$ cat src/sv/dfps_pkg.sv
// Shared constants, request type and command-byte table for the display frame page switch.
// No dependencies; imported by dfps_parser, dfps_emit and the top level.
package dfps_pkg;

    localparam logic [7:0]  HDR_FIRST      = 8'h5A;
    localparam logic [7:0]  HDR_SECOND     = 8'hA5;
    localparam logic [7:0]  CMD_READ_REPLY = 8'h83;
    localparam logic [8:0]  LEN_OFFSET     = 9'd3;
    localparam logic [15:0] KEY_RESET      = 16'h1000;
    localparam logic [15:0] PAGE_ONE       = 16'h0001;
    localparam logic [15:0] PAGE_TWO       = 16'h0002;
    localparam int          STORE_DEPTH    = 6;

    // outgoing command: 5A A5 07 82 00 84 5A 01 00 page
    localparam int          CMD_LEN        = 10;
    localparam logic [3:0]  CMD_LAST       = 4'(CMD_LEN - 1);

    // store slots
    localparam int SLOT_LEN  = 0;
    localparam int SLOT_CMD  = 1;
    localparam int SLOT_AHI  = 2;
    localparam int SLOT_ALO  = 3;
    localparam int SLOT_VHI  = 4;
    localparam int SLOT_VLO  = 5;

    typedef struct packed {
        logic       fire;
        logic [7:0] page;
    } t_fire;

    function automatic logic [7:0] cmd_byte(input logic [3:0] idx, input logic [7:0] page);
        logic [7:0] b;
        case (idx)
            4'd0: b = 8'h5A;
            4'd1: b = 8'hA5;
            4'd2: b = 8'h07;
            4'd3: b = 8'h82;
            4'd4: b = 8'h00;
            4'd5: b = 8'h84;
            4'd6: b = 8'h5A;
            4'd7: b = 8'h01;
            4'd8: b = 8'h00;
            4'd9: b = page;
            default: b = 8'h00;
        endcase
        return b;
    endfunction

endpackage

$ cat src/sv/dfps_parser.sv
// Frame parser: header hunt, byte count, field store and frame judgment.
// Depends on dfps_pkg.
module dfps_parser #(
    parameter int BUFFER_BYTES = 32
) (
    input  logic            i_clk,
    input  logic            i_rst_n,
    input  logic            i_take,
    input  logic [7:0]      i_byte,
    input  logic [15:0]     i_key,
    output dfps_pkg::t_fire o_fire
);
    import dfps_pkg::*;

    localparam int CW = $clog2(BUFFER_BYTES);

    logic [CW-1:0] r_count, n_count;
    logic [7:0]    r_store [STORE_DEPTH];
    logic [7:0]    n_store [STORE_DEPTH];
    logic [CW:0]   inc;
    logic [8:0]    need;
    logic          done;
    logic          hit;
    logic [15:0]   addr;
    logic [15:0]   value;

    always_comb begin
        for (int k = 0; k < STORE_DEPTH; k++) begin
            n_store[k] = r_store[k];
        end
        n_count = r_count;
        inc     = {1'b0, r_count} + (CW+1)'(1);
        need    = 9'd0;
        done    = 1'b0;
        if (r_count == CW'(0)) begin
            n_count = (i_byte == HDR_FIRST) ? CW'(1) : CW'(0);
        end else if (r_count == CW'(1)) begin
            n_count = (i_byte == HDR_SECOND) ? CW'(2) : CW'(0);
        end else begin
            if (r_count == CW'(2)) n_store[SLOT_LEN] = i_byte;
            if (r_count == CW'(3)) n_store[SLOT_CMD] = i_byte;
            if (r_count == CW'(4)) n_store[SLOT_AHI] = i_byte;
            if (r_count == CW'(5)) n_store[SLOT_ALO] = i_byte;
            if (r_count == CW'(7)) n_store[SLOT_VHI] = i_byte;
            if (r_count == CW'(8)) n_store[SLOT_VLO] = i_byte;
            // length + 3 at 9 bits, never wraps
            need = {1'b0, n_store[SLOT_LEN]} + LEN_OFFSET;
            done = 9'(inc) >= need;
            if (done || inc >= (CW+1)'(BUFFER_BYTES)) begin
                n_count = CW'(0);
            end else begin
                n_count = inc[CW-1:0];
            end
        end
    end

    assign addr  = {n_store[SLOT_AHI], n_store[SLOT_ALO]};
    assign value = {n_store[SLOT_VHI], n_store[SLOT_VLO]};
    assign hit   = (n_store[SLOT_CMD] == CMD_READ_REPLY) && (addr == i_key) &&
                   ((value == PAGE_ONE) || (value == PAGE_TWO));

    assign o_fire.fire = i_take && done && hit;
    assign o_fire.page = n_store[SLOT_VLO];

    always_ff @(posedge i_clk) begin
        if (!i_rst_n) begin
            r_count <= '0;
            for (int k = 0; k < STORE_DEPTH; k++) begin
                r_store[k] <= 8'h00;
            end
        end else if (i_take) begin
            r_count <= n_count;
            for (int k = 0; k < STORE_DEPTH; k++) begin
                r_store[k] <= n_store[k];
            end
        end
    end

`ifndef NO_ASSERTIONS
    a_count_bound: assert property (@(posedge i_clk) disable iff (!i_rst_n)
        32'(r_count) < BUFFER_BYTES)
        else $error("receive count reached buffer size");
    a_header_restart: assert property (@(posedge i_clk) disable iff (!i_rst_n)
        (i_take && r_count == CW'(1) && i_byte != HDR_SECOND) |=> (r_count == CW'(0)))
        else $error("bad second header byte did not restart hunt");
    a_fire_frame: assert property (@(posedge i_clk) disable iff (!i_rst_n)
        o_fire.fire |=> (r_count == CW'(0)))
        else $error("frame fired without count returning to zero");
`endif

endmodule

$ cat src/sv/dfps_emit.sv
// Command emitter: one pending request slot plus a 10-byte command sequencer.
// Depends on dfps_pkg.
module dfps_emit (
    input  logic            i_clk,
    input  logic            i_rst_n,
    input  dfps_pkg::t_fire i_fire,
    output logic            o_pend,
    output logic            o_out_valid,
    input  logic            i_out_stall,
    output logic [7:0]      o_transmit_byte,
    output logic            o_frame_end
);
    import dfps_pkg::*;

    logic       r_pend_valid, n_pend_valid;
    logic [7:0] r_pend_page,  n_pend_page;
    logic       r_busy,       n_busy;
    logic [3:0] r_idx,        n_idx;
    logic [7:0] r_page,       n_page;
    logic       take;
    logic       last;
    logic       load;

    assign take = r_busy && !i_out_stall;
    assign last = take && (r_idx == CMD_LAST);
    assign load = r_pend_valid && (!r_busy || last);

    always_comb begin
        n_pend_valid = r_pend_valid;
        n_pend_page  = r_pend_page;
        n_busy       = r_busy;
        n_idx        = r_idx;
        n_page       = r_page;
        if (i_fire.fire) begin
            n_pend_valid = 1'b1;
            n_pend_page  = i_fire.page;
        end else if (load) begin
            n_pend_valid = 1'b0;
        end
        if (load) begin
            n_busy = 1'b1;
            n_idx  = 4'd0;
            n_page = r_pend_page;
        end else if (last) begin
            n_busy = 1'b0;
        end else if (take) begin
            n_idx = r_idx + 4'd1;
        end
    end

    always_ff @(posedge i_clk) begin
        if (!i_rst_n) begin
            r_pend_valid <= 1'b0;
            r_busy       <= 1'b0;
            r_idx        <= 4'd0;
        end else begin
            r_pend_valid <= n_pend_valid;
            r_busy       <= n_busy;
            r_idx        <= n_idx;
        end
        r_pend_page <= n_pend_page;
        r_page      <= n_page;
    end

    assign o_pend          = r_pend_valid;
    assign o_out_valid     = r_busy;
    assign o_transmit_byte = cmd_byte(r_idx, r_page);
    assign o_frame_end     = r_busy && (r_idx == CMD_LAST);

`ifndef NO_ASSERTIONS
    a_idx_range: assert property (@(posedge i_clk) disable iff (!i_rst_n)
        r_busy |-> (r_idx <= CMD_LAST))
        else $error("command index out of range");
    a_no_overwrite: assert property (@(posedge i_clk) disable iff (!i_rst_n)
        i_fire.fire |-> !r_pend_valid)
        else $error("pending request overwritten");
    a_pend_hold: assert property (@(posedge i_clk) disable iff (!i_rst_n)
        (r_pend_valid && !load) |=> (r_pend_valid && $stable(r_pend_page)))
        else $error("pending request lost");
    a_end_idle: assert property (@(posedge i_clk) disable iff (!i_rst_n)
        (last && !r_pend_valid) |=> !r_busy)
        else $error("emitter stayed busy after last byte");
`endif

endmodule

$ cat src/sv/display_frame_page_switch_unit.sv
// Top level of the display frame page switch: key register, parser and command emitter.
// Depends on dfps_pkg, dfps_parser and dfps_emit.
//
//  channel  | direction | handshake                 | payload
//  ---------+-----------+---------------------------+---------------------------------
//  in       | to block  | i_in_valid / o_in_stall   | i_received_byte
//  out      | from blk  | o_out_valid / i_out_stall | o_transmit_byte, o_frame_end
//  cfg      | to block  | i_cfg_valid / o_cfg_ready | i_page_key_address
//
//  Each received byte is parsed in the cycle it is accepted; a matching frame
//  leaves one request in a pending slot, the emitter loads it from there once
//  idle or on its last byte, and sends its 10 bytes at one per cycle when not
//  stalled. o_in_stall is high while that slot is full: after each matching
//  frame until the load, longer while it waits behind a command still being sent.
//  Reset (synchronous, active low) clears count, field store, slot and emitter;
//  the key register returns to 0x1000. No clearing pass after reset.
module display_frame_page_switch_unit #(
    parameter int BUFFER_BYTES = 32
) (
    input  logic        i_clk,
    input  logic        i_rst_n,
    // received bytes
    input  logic        i_in_valid,
    output logic        o_in_stall,
    input  logic [7:0]  i_received_byte,
    // outgoing command bytes
    output logic        o_out_valid,
    input  logic        i_out_stall,
    output logic [7:0]  o_transmit_byte,
    output logic        o_frame_end,
    // key address register write
    input  logic        i_cfg_valid,
    output logic        o_cfg_ready,
    input  logic [15:0] i_page_key_address
);
    import dfps_pkg::*;

    logic [15:0] r_key;
    logic        in_take;
    logic        pend;
    t_fire       fire;

    // register writes must come only while idle; the block does not enforce it, so always ready
    assign o_cfg_ready = 1'b1;

    always_ff @(posedge i_clk) begin
        if (!i_rst_n) begin
            r_key <= KEY_RESET;
        end else if (i_cfg_valid && o_cfg_ready) begin
            r_key <= i_page_key_address;
        end
    end

    // hold input while a request already waits for the emitter
    assign o_in_stall = pend;
    assign in_take    = i_in_valid && !o_in_stall;

    dfps_parser #(
        .BUFFER_BYTES(BUFFER_BYTES)
    ) u_parser (
        .i_clk   (i_clk),
        .i_rst_n (i_rst_n),
        .i_take  (in_take),
        .i_byte  (i_received_byte),
        .i_key   (r_key),
        .o_fire  (fire)
    );

    dfps_emit u_emit (
        .i_clk           (i_clk),
        .i_rst_n         (i_rst_n),
        .i_fire          (fire),
        .o_pend          (pend),
        .o_out_valid     (o_out_valid),
        .i_out_stall     (i_out_stall),
        .o_transmit_byte (o_transmit_byte),
        .o_frame_end     (o_frame_end)
    );

endmodule

$ cat config.mk
export PLATFORM = sky130hd
export DESIGN_NAME = display_frame_page_switch_unit
export DESIGN_NICKNAME = d
export VERILOG_FILES = /design/src/sv/dfps_pkg.sv /design/src/sv/dfps_parser.sv /design/src/sv/dfps_emit.sv /design/src/sv/display_frame_page_switch_unit.sv
export SDC_FILE = /design/constraint.sdc
export NUM_CORES = 1
export LEC_CHECK = 0
export ABC_AREA = 1
export BUFFER_PORTS_ARGS = -buffer_cell sky130_fd_sc_hd__buf_2
export CAP_MARGIN = 20
export CORE_MARGIN = 1.5
export CORE_UTILIZATION = 40
export DETAILED_ROUTE_END_ITERATION = 7
export PLACE_DENSITY = 0.56
export SLEW_MARGIN = 20
export SYNTH_ARGS = -nofsm -noshare
export SYNTH_HDL_FRONTEND = slang
export SYNTH_SLANG_ARGS = --single-unit
$ cat constraint.sdc
create_clock -name i_clk -period 6.6 [get_ports i_clk]
set_input_delay 0.66 -clock i_clk [delete_from_list [all_inputs] [get_ports i_clk]]
set_output_delay 0.66 -clock i_clk [all_outputs]
set_load 0.02 [all_outputs]
Word-level counts from Yosys, hierarchy flattened:

Memories as Yosys holds them, arrays and structs flattened.
Index checks and enable logic that the tools add are counted.
W data, S select, Z words.

* muxes and demuxes: 32
* reduce and logical (&&, ||, !) cells: 22
* equality and inequality tests: 20
* $add $sub $neg: 3
* bitwise logic cells: 8
* magnitude comparators: 2

Operators by type and width (count)
* $mux W8: 14
* $mux W48: 2
* $pmux W8 S7: 1
* $eq A16 B1 Y1 const B: 1
* $eq A16 B16 Y1: 1
* $eq A16 B2 Y1 const B: 1
* $eq A8 B8 Y1 const B: 2
* $eq A5 B3 Y1 const B: 3
* $mux W5: 3
* $eq A4 B3 Y1 const B: 3
* $mux W1: 11
* $eq A5 B2 Y1 const B: 2
* $add A8 B2 Y9 const B: 1
* $ge A6 B9 Y1: 1
* $logic_and A1 B1 Y1: 9
* $eq A4 B2 Y1 const B: 2
* $eq A8 B7 Y1 const B: 1
* $add A5 B1 Y6 const B: 1
* $ge A6 B6 Y1 const B: 1
* $or A1 B1 Y1: 6
* $eq A5 B1 Y1 const B: 1
* $eq A5 B4 Y1 const B: 1
* $logic_not A5 Y1: 1
* $add A4 B1 Y4 const B: 1
* 10 further kinds: 17

* register bits after elaboration: 43
* input bits: 29
* memories: 1
* logic and storage cells: 95
* RAM bits: 48
* output and inout port bits: 12

Memory list
* u_parser.r_store: depth 6, bits a word 8, rd ports 6, clocked after memory_dff 0, wr ports 6, RTL line dfps_parser.sv:18 `logic [7:0] r_store [STORE_DEPTH];`

Longest topological paths before layout:

Gate-level depths: netlist of the first run.

* depth in word-level cells: 11
* gate-level depth with buffers: 26

By module:

A second synthesis of the first run with hierarchy kept.

* cell total of the unflattened synthesis: 670
* area total of the unflattened synthesis: 5226.3 um2

Modules (own cells, without submodules)
* dfps_parser: area an instance 3522.1 um2, cells each 464, sequential area each 1541.5 um2, times used 1
* dfps_emit: area an instance 1013.5 um2, cells each 102, sequential area each 600.6 um2, times used 1
* display_frame_page_switch_unit: area an instance 690.7 um2, cells each 104, sequential area each 320.3 um2, times used 1

Worst setup path after synthesis of the first run:

OpenSTA, ideal clock, no wires.

* kind: register to register
* start point: register u_parser.r_count[0]
* end point: register u_emit.r_pend_page[0], enable pin
* stages on the path, launching flop included: 25
* clock period less this slack: 3.214 ns
* path buffers: 1
* data required time: 6.276 ns
* arrival time: 2.890 ns
* slack: 3.386 ns
* path through: dfxtp_1 inv_1 ha_1 inv_1 nor2_1 nand2_2 buf_6 o21ai_1 ha_1 inv_1 nand3_1 xnor2_1 ha_1 nand2_1 nor2_1 o21ai_0 nand3_1 nand2_1 nand2_1 nand2_1 inv_1 nand2_1 nor2_1 nand3_1 inv_1

RTL lines
* start, declared: RTL line dfps_parser.sv:17 `logic [CW-1:0] r_count, n_count;`
* start signal, assigned: RTL line dfps_parser.sv:72 `r_count <= n_count;`
* end signal, assigned: RTL line dfps_emit.sv:61 `r_pend_page <= n_pend_page;`
* end, declared: RTL line dfps_emit.sv:16 `logic [7:0] r_pend_page, n_pend_page;`

==> metrics list, run 1 <==
- Async set or reset register ratio after synthesis: 0
- CTS Hold Bufs: 0
- The floorplan has 41 rows.
- Clock tree from TritonCTS: built
* Number of cells on the worst hold path: 0
- In this run the cell area of the synthesized design comes to 0.00519 sq mm.
* Origin of the worst min-delay path: u_emit.r_pend_page[1]
- Clock tree synthesis found a total of 91 sinks.
- The worst setup path is of the register to register kind.
- Of the synthesized area, sequential elements account for 0.474.
- Core outline area: 0.0127 sq mm
* #FFs+latches synth: 91
* Worst voltage drop across the vdd grid: 0.134 mV
- Synth-to-layout area growth: 12.0%
* Endpoint arrival time on the critical path: 3.81 ns
* Number of max-cap violations: 0
- In this run the horizontal extent of the chip is 117 um.
- After routing, the total negative slack on setup checks comes to 0 ns.
- The first global-routing pass estimated 20.6 mm of wire.
- The number of global-route vias before repair is 4099.
- Number of ports placed on the die boundary: 41
* Final Cycle Share: 0.573
* Nets: 782
- Gates resized during post-CTS repair numbered 0.
- Largest area contributor in the synthesized netlist: sky130_fd_sc_hd__edfxtp_1
- The longest clock path from root to sink contains 2 buffers.
- Number of optimization iterations in the first detailed-route pass: 5
* Fraction of layout instances using a drive strength above 1: 0.0942
- Once detail routing completed, the nets flagged for antenna violations numbered 0.
- Count of buffers added by post-CTS timing repair for setup: 0
* Floorplan die height: 117 um
- The run finished with clean final reports.
* Remaining global-route overflow: 0
- For this run, design rule violations remaining after detail routing come to 0.
- After technology mapping, the gate count stands at 700.
- Number of DRC markers in iteration 0: 212
- Dividing the synthesized area by the synthesized cell count gives 7.42 sq um.
- Avg Vias per Cell: 4.81
- Worst clock skew on the final layout: 0.00890 ns
- Fmax: 264 MHz
- By instance count, the leading cell after synthesis is sky130_fd_sc_hd__nand2_1.
* Vias after detailed routing: 4397
* Power per cell area: 218 mW/mm^2
* Distinct cells, synth: 30
- Finish-stage setup viols: 0
- Dividing the detail-routed wire length by the instance count gives 14.0 um.
* Final-report max-slew violation count: 0
* Max-slew headroom at the worst pin: 0.357
- The floorplan step defined a die boundary enclosing 0.0137 sq mm.
- Maximum number of pins on one net before global-route repair: 44
- For this run, the number of Yosys warnings is 0.
- Number of nets in the synthesized netlist: 744
- Top cells by area in the synthesized netlist: sky130_fd_sc_hd__edfxtp_1 (37%), sky130_fd_sc_hd__nand2_1 (16%), sky130_fd_sc_hd__dfxtp_1 (10%), sky130_fd_sc_hd__inv_1 (7.8%), sky130_fd_sc_hd__nor2_1 (6.6%)
* Kind of capture point of the worst setup path: register
* Lkg Pwr: 2.75 nW
* RSZ-0062 raised after global routing: no
* Root cell of the clock tree: sky130_fd_sc_hd__clkbuf_16
* Min Tclk post-route: 3.78 ns
* CP startpoint kind: register
* Initial antenna violation count: 0
* Initial Util: 0.410
* Total global routing track utilization: 0.202
- Final HPWL from detailed placement: 9.29 mm
- Port bufs: 39
- Level count of the clock H-tree: 3
- Hold Path Class: register to register
* Final wirelength: 12.9 mm
- Leading register cell type out of synthesis: sky130_fd_sc_hd__edfxtp_1
- Routability-driven placement finished with a final weighted congestion of 0.881.
* Most frequent cells after synthesis: sky130_fd_sc_hd__nand2_1 (228), sky130_fd_sc_hd__inv_1 (108), sky130_fd_sc_hd__nor2_1 (92), sky130_fd_sc_hd__edfxtp_1 (64), sky130_fd_sc_hd__nand3_1 (60)
- The startpoint identified for the worst register-to-register timing path is u_parser.r_count[0].
- Crit path max fanout: 14
* Worst-case reg-to-reg path depth: 23
- The filler cells instantiated in the layout total 1290.
* Data required time of the worst path: 6.62 ns
- Slew of the pin with the lowest slew margin: 0.962 ns
- In this run the worst setup path begins at u_parser.r_count[0].
- Pwr Total: 1.27 mW
* Number of buffers created by CTS: 9
- The number of antenna diodes in the final layout is 0.
* Proportion of netlist area held by the largest area contributor: 0.370
* Clock network latency to the later pin of the worst-skew pair: 0.35 ns
- Number of hold violations in the final report: 0
- Count of flip-flops with a built-in enable after synthesis: 64
* Clock transition time at the flip-flop clock pins of the worst setup and hold paths: 0.07 ns
path summary, 6_finish.rpt:
path | end | slack, ns
worst min-delay path | u_emit.r_page[1] | 0.42
worst min register to register | u_emit.r_page[1] | 0.42
worst max register to register | u_emit.r_pend_page[3] | 2.82
worst max-delay path | u_emit.r_pend_page[3] | 2.82
cell usage in the layout, fill, tap and decap left out, drive strengths merged:
master / n
nor3: 4
o22ai: 3
nand3: 60
ha: 15
buf: 42
xnor2: 1
nor2: 96
xor2: 6
edfxtp: 64
o21ai: 25
nor4: 4
nand4: 3
bufinv: 1
conb: 1
nand3b: 5
inv: 110
a21oi: 27
clkbuf: 10
clkinv: 6
nand2: 233
dfxtp: 27
area by class of cell:
cell class | instances | area, sq um | share of cell area
inverters | 111 | 417 | 0.0716
clock buffers | 10 | 229 | 0.0394
flip-flops and latches | 91 | 2460 | 0.423
clock inverters | 6 | 56.3 | 0.00968
well taps | 172 | 215 | 0.0370
multi-input cells | 483 | 2220 | 0.382
repair buffers | 42 | 218 | 0.0374
through the flow:
| step | cell area (sq um) | util | std cells | worst slack, ns | hold slack [ns] |
|---|---|---|---|---|---|
| after floorplan | 5190 | - | 700 | 3.39 | 0.400 |
| after global placement | 5530 | 0.437 | 899 | 2.97 | 0.407 |
| after detailed placement | 5530 | 0.437 | 899 | 2.81 | 0.408 |
| after CTS | 5820 | 0.459 | 915 | 2.78 | 0.423 |
| after global routing | 5820 | 0.459 | 915 | 2.41 | 0.427 |
| final | 5820 | 0.459 | 915 | 2.82 | 0.421 |
where the power goes:
group / switching (mW) / internal [mW]
combinational: 0.0757 / 0.0355
sequential: 0.00848 / 0.634
clock: 0.224 / 0.291
worst max-delay path, cell delays in order, from the launching register on:
cell and delay (ns):
sky130_fd_sc_hd__dfxtp_1 0.38, sky130_fd_sc_hd__inv_1 0.11, sky130_fd_sc_hd__ha_1 0.15, sky130_fd_sc_hd__inv_1 0.04
sky130_fd_sc_hd__nor2_1 0.19, sky130_fd_sc_hd__nand2_2 0.22, sky130_fd_sc_hd__o21ai_1 0.40, sky130_fd_sc_hd__ha_1 0.26
sky130_fd_sc_hd__inv_1 0.05, sky130_fd_sc_hd__nand3_1 0.14, sky130_fd_sc_hd__xnor2_1 0.09, sky130_fd_sc_hd__ha_1 0.32
sky130_fd_sc_hd__nand2_1 0.06, sky130_fd_sc_hd__nor2_1 0.09, sky130_fd_sc_hd__o21ai_0 0.08, sky130_fd_sc_hd__nand3_1 0.07
sky130_fd_sc_hd__nand2_1 0.05, sky130_fd_sc_hd__nand2_1 0.05, sky130_fd_sc_hd__nand2_1 0.06, sky130_fd_sc_hd__inv_1 0.05
sky130_fd_sc_hd__nand2_1 0.04, sky130_fd_sc_hd__nor2_1 0.11, sky130_fd_sc_hd__nand3_1 0.17, sky130_fd_sc_hd__inv_1 0.28
routing by layer:
metal | share of wire | vias to the layer above | routed length (um) | GRT usage
li1 | - | 2287 | - | -
met1 | 0.46 | 2010 | 5890 | 0.263
met3 | 0.040 | 14 | 516 | 0.0283
met2 | 0.49 | 86 | 6260 | 0.347
met4 | 0.015 | 0 | 187 | 0.0659
met5 | 0 | - | 0 | 0
registers in the layout (all words and copies together), names as in the netlist:
name                count
u_emit.r_pend_page      8
u_parser.r_count        5
u_emit.r_idx            4
u_emit.o_out_valid      1
u_emit.r_page           8
u_parser.r_store       48
u_emit.o_pend           1
r_key                  16
cell families (layout without fill, tap and decap cells):
logic type,Yosys count,in the layout,synth area share
fa+ha+maj,15,15,0.0361
simple gates,405,405,0.322
other cells,1,1,0.000722
compound gates,55,55,0.0566
xor+xnor,7,7,0.0118
flops,91,91,0.474
buf+inv,126,169,0.0985
Note: power is estimated with default switching activity, not from simulation.
==> inputs of run 2 (changes only) <==
--- a/config.mk
+++ b/config.mk
@@ -5,13 +5,13 @@
 export SDC_FILE = /design/constraint.sdc
 export NUM_CORES = 1
 export LEC_CHECK = 0
-export ABC_AREA = 1
+export ABC_AREA = 0
 export BUFFER_PORTS_ARGS = -buffer_cell sky130_fd_sc_hd__buf_2
 export CAP_MARGIN = 20
 export CORE_MARGIN = 1.5
 export CORE_UTILIZATION = 40
 export DETAILED_ROUTE_END_ITERATION = 7
-export PLACE_DENSITY = 0.56
+export PLACE_DENSITY = 0.58
 export SLEW_MARGIN = 20
 export SYNTH_ARGS = -nofsm -noshare
 export SYNTH_HDL_FRONTEND = slang
==> constraint.sdc (replaced) <==
create_clock -name i_clk -period 3.07 [get_ports i_clk]
set_input_delay 0.307 -clock i_clk [delete_from_list [all_inputs] [get_ports i_clk]]
set_output_delay 0.307 -clock i_clk [all_outputs]
set_load 0.02 [all_outputs]
==> metrics list, run 2 <==
* CP startpoint kind: register
- The final net count is 642 (-18%).
- The final hold violation count came to 0 (unchanged).
* Fraction of layout instances using a drive strength above 1: 0.222 (+0.128)
- WS Path Type: register to register
- The slew at the pin closest to its max-slew limit was 0.715 ns (-0.247 ns).
- The post-route clock skew was 0.00638 ns (-0.00253 ns).
* Core outline area: 0.0127 sq mm (unchanged)
- Avg Vias per Cell: 5.38 (+12%)
- The shortest period the worst path allows is 3.25 ns (-0.529 ns).
* Setup slack of the most critical reg-to-reg path: -0.18 ns (-3.00 ns)
- Largest area contributor in the synthesized netlist: sky130_fd_sc_hd__edfxtp_1
- The instance count after placement with tap cells included was 756 (-16%).
- Traced cell by cell, the critical path runs through inv_2 -> ha_4 -> or4b_4 -> mux2i_4 -> ha_4 -> a21oi_2 -> xor2_1 -> ha_1 -> nand2_1 -> o31ai_2 -> o211ai_2 -> nor4_2 -> and3_4.
- The full die area is 0.0137 sq mm (+0.50%).
- Area of the mapped netlist: 0.00522 sq mm (+0.51%)
* Worst-case reg-to-reg path depth: 13 (-43%)
* Number of nets in the synthesized netlist: 578 (-22%)
- Endpoint arrival time on the critical path: 3.31 ns (-0.50 ns)
- The count of nets left with antenna violations after detail routing was 0 (unchanged).
- Largest register FFs: 48 (unchanged)
- Crit path max-delay family: simple AND/OR/NAND/NOR gates
- TritonCTS built the clock tree.
- Post-route DRC: 0 (unchanged)
- sky130_fd_sc_hd__nor2_1 is the most common cell in the netlist.
* Clock network latency to the later pin of the worst-skew pair: 0.35 ns (about the same)
- Leaving out fill and tap cells, the most frequent cell in the layout is sky130_fd_sc_hd__nor2_1.
- The power per unit of standard cell area came to 442 mW/mm^2 (+100%).
* Count of clock tree sinks: 91 (unchanged)
- Vias in the first global route: 3999 (-2.4%)
* Commonest cells after routing, fill and taps aside: sky130_fd_sc_hd__nor2_1 (72), sky130_fd_sc_hd__edfxtp_1 (64), sky130_fd_sc_hd__nand2_1 (46)
* Inserted Diodes: 0 (unchanged)
- The final wirelength came to 13.6 mm (+5.9%).
- By instance count, the cell type seen most on the critical path is sky130_fd_sc_hd__ha_4.
- Async set or reset register ratio after synthesis: 0 (unchanged)
* Worst setup timing slack at the placement stage: -0.425 ns (-3.24 ns)
- Remaining global-route overflow: 0 (unchanged)
* Number of optimization iterations in the first detailed-route pass: 5 (unchanged)
- Sum of buffers and inverters on the critical path: 1 (-4)
- The timing-limited maximum frequency is 307 MHz (+16%).
- The count of port buffers added during placement came to 39 (unchanged).
- Number of cell rows: 41 (unchanged)
- RD Place Congestion: 0.859 (-2.5%)
- Finish-stage setup viols: 9 (+9)
- The share of the cycle needed by the critical path after routing is 1.06 (+0.487).
- The sequential share of the synthesized area came to 0.472 (-0.00239).
* Number of max-cap violations: 0 (unchanged)
* Worst Hold Slack: 0.176 ns (-0.245 ns)
* Proportion of netlist area held by the largest area contributor: 0.368 (-0.00186)
- The post-CTS clock slew at the launch and capture registers of the worst setup and hold paths was 0.06 ns (about the same).
- The H-tree depth is 3 (unchanged).
- Setup repair after global routing could not meet its margin everywhere.
- Most frequent cells after synthesis: sky130_fd_sc_hd__nor2_1 (72), sky130_fd_sc_hd__edfxtp_1 (64), sky130_fd_sc_hd__mux2i_1 (48), sky130_fd_sc_hd__nand2_1 (46), sky130_fd_sc_hd__a21oi_1 (29)
- Following the worst setup path forward leads to its endpoint at u_emit.r_pend_page[4].
- The max-slew violation total from the final report is 0 (unchanged).
* Final HPWL from detailed placement: 10.0 mm (+7.8%)
- Post-route cell area: 0.00629 sq mm (+8.1%)
* Count of flip-flops with a built-in enable after synthesis: 64 (unchanged)
* Number of buffers created by CTS: 9 (unchanged)
- Worst setup startpoint: u_parser.r_count[0]
* Post-route setup slack: -0.184 ns (-3.00 ns)
- Hold Path Class: primary input to register
- The violation count after the first detailed-routing iteration came to 286 (+35%).
- Top cells by area in the synthesized netlist: sky130_fd_sc_hd__edfxtp_1 (37%), sky130_fd_sc_hd__dfxtp_1 (10%), sky130_fd_sc_hd__mux2i_1 (9.2%), sky130_fd_sc_hd__nor2_1 (5.2%), sky130_fd_sc_hd__ha_1 (3.6%)
* Leading register cell type out of synthesis: sky130_fd_sc_hd__edfxtp_1
* Mean routed wirelength per cell: 17.6 um (+25%)
- The worst setup path is captured at a register.
- The endpoint identified for the worst register-to-register timing path is u_emit.r_pend_page[4].
- Final Instance Count excl. Fillers: 775 (-15%)
* Yosys warnings: 0 (unchanged)
- The initial antenna violation count was 0 (unchanged).
- The worst vdd rail ir drop is 0.274 mV (+110%).
- The number of top-level design ports was 41 (unchanged).
- The slowest stage of the critical path belongs to the cell sky130_fd_sc_hd__or4b_4.
- Synthesized area divided by synthesized cell count: 9.78 sq um (+32%)
- Largest regs: u_parser.r_store (48), r_key (16)
* Initial Util: 0.412 (+0.00207)
* First-pass GRT wire length: 21.5 mm (+4.2%)
* Synth-to-layout area growth: 20.4%
* Lkg Pwr: 2.60 nW (-5.6%)
* Peak per-stage delay on the critical path: 0.56 ns (+0.16 ns)
- Violations in the final reports: setup timing
- Maximum number of pins on one net before global-route repair: 29 (-34%)
* R2R Path Start: u_parser.r_count[0]
- Cells after synthesis: 534 (-24%)
- Instance count on the critical path: 13 (-43%)
- The routed via count was 4168 (-5.2%).
- The data required time of the worst path is 3.13 ns (-3.49 ns).
- The die outline height came to 117 um (+0.25%).
- Clock buffer depth: 2 (unchanged)
- Chip width: 117 um (+0.25%)
* Crit path max fanout: 8 (-6)
- The number of distinct library cells after synthesis was 62 (+110%).
* Top register by number of flip-flops: u_parser.r_store
- The post-placement cell area came to 0.00587 sq mm (+6.0%).
- The run finished, with violations left.
- Max-slew headroom at the worst pin: 0.522 (+0.166)
- #FFs+latches synth: 91 (unchanged)
* Total global routing track utilization: 0.209 (+0.00785)
- The root buffer cell chosen for the clock tree is sky130_fd_sc_hd__clkbuf_16.
- Utilization after layout: 0.496 (+0.0370)
[run 2: area by class of cell]
cell class / instances / area (sq um)
sequential: 91 / 2460
tap: 172 / 215
multi-input combinational: 387 / 2660
inverter: 24 / 90.1
clock inverter: 7 / 68.8
timing repair buffer: 85 / 561
fill: 1220 / 6380
clock buffer: 9 / 225
[run 2: worst min path at each step]
stage	startpoint	to	slack [ns]	depth (start not counted)
2_1_floorplan	u_emit.r_pend_page[0]	u_emit.r_page[0]	0.40	0
3_3_place_gp	u_emit.r_pend_page[1]	u_emit.r_page[1]	0.41	0
3_5_place_dp	u_emit.r_pend_page[4]	u_emit.r_page[4]	0.40	0
4_1_cts	i_page_key_address[12]	r_key[12]	0.17	3
5_1_grt	i_page_key_address[12]	r_key[12]	0.19	3
6_report	i_page_key_address[12]	r_key[12]	0.18	3
[run 2: timing repair]
action | 4_1_cts | 5_1_grt
setup endpoints to repair | 13 | 14
gates cloned | 0 | 0
buffers inserted | 3 | 1
resized for setup | 11 | 10
hold buffers | 0 | 0
pin swaps | 12 | 4
[run 2: power breakdown]
part	total, mW	internal (mW)	switching [mW]	leakage, nW
registers	1.39	1.36	0.0327	0.893
clock network	1.10	0.628	0.475	0.143
logic	0.284	0.116	0.168	1.56
[run 2: routing by layer]
layer  up-vias  GRT usage  routed length (um)
li1       2050          -                   -
met1      1976      0.279                6350
met2       120      0.339                6290
met3        22     0.0386                 684
met4         0     0.0795                 287
met5         -          0                   0
[run 2: metrics by stage]
step	total power [mW]	TNS [ns]
floorplan	1.58	-2.72
global placement	1.69	-3.27
detailed placement	1.69	-4.18
CTS	2.80	-3.18
global route	2.89	-3.04
finish	2.78	-1.62
[run 2: worst min-delay path, stage by stage]
cell and delay, ns:
sky130_fd_sc_hd__buf_2 0.08, sky130_fd_sc_hd__nand2_1 0.04, sky130_fd_sc_hd__o211ai_1 0.06
[run 2: cell families after synthesis]
| family | synth area share |
|---|---|
| AND/OR/NAND/NOR | 0.213 |
| flip-flops | 0.472 |
| AO/OA/AOI/OAI | 0.104 |
| buffers and inverters | 0.0417 |
| multiplexers | 0.108 |
| adder cells (fa/ha/maj) | 0.0359 |
| XOR/XNOR | 0.0252 |
| other | 0.000718 |
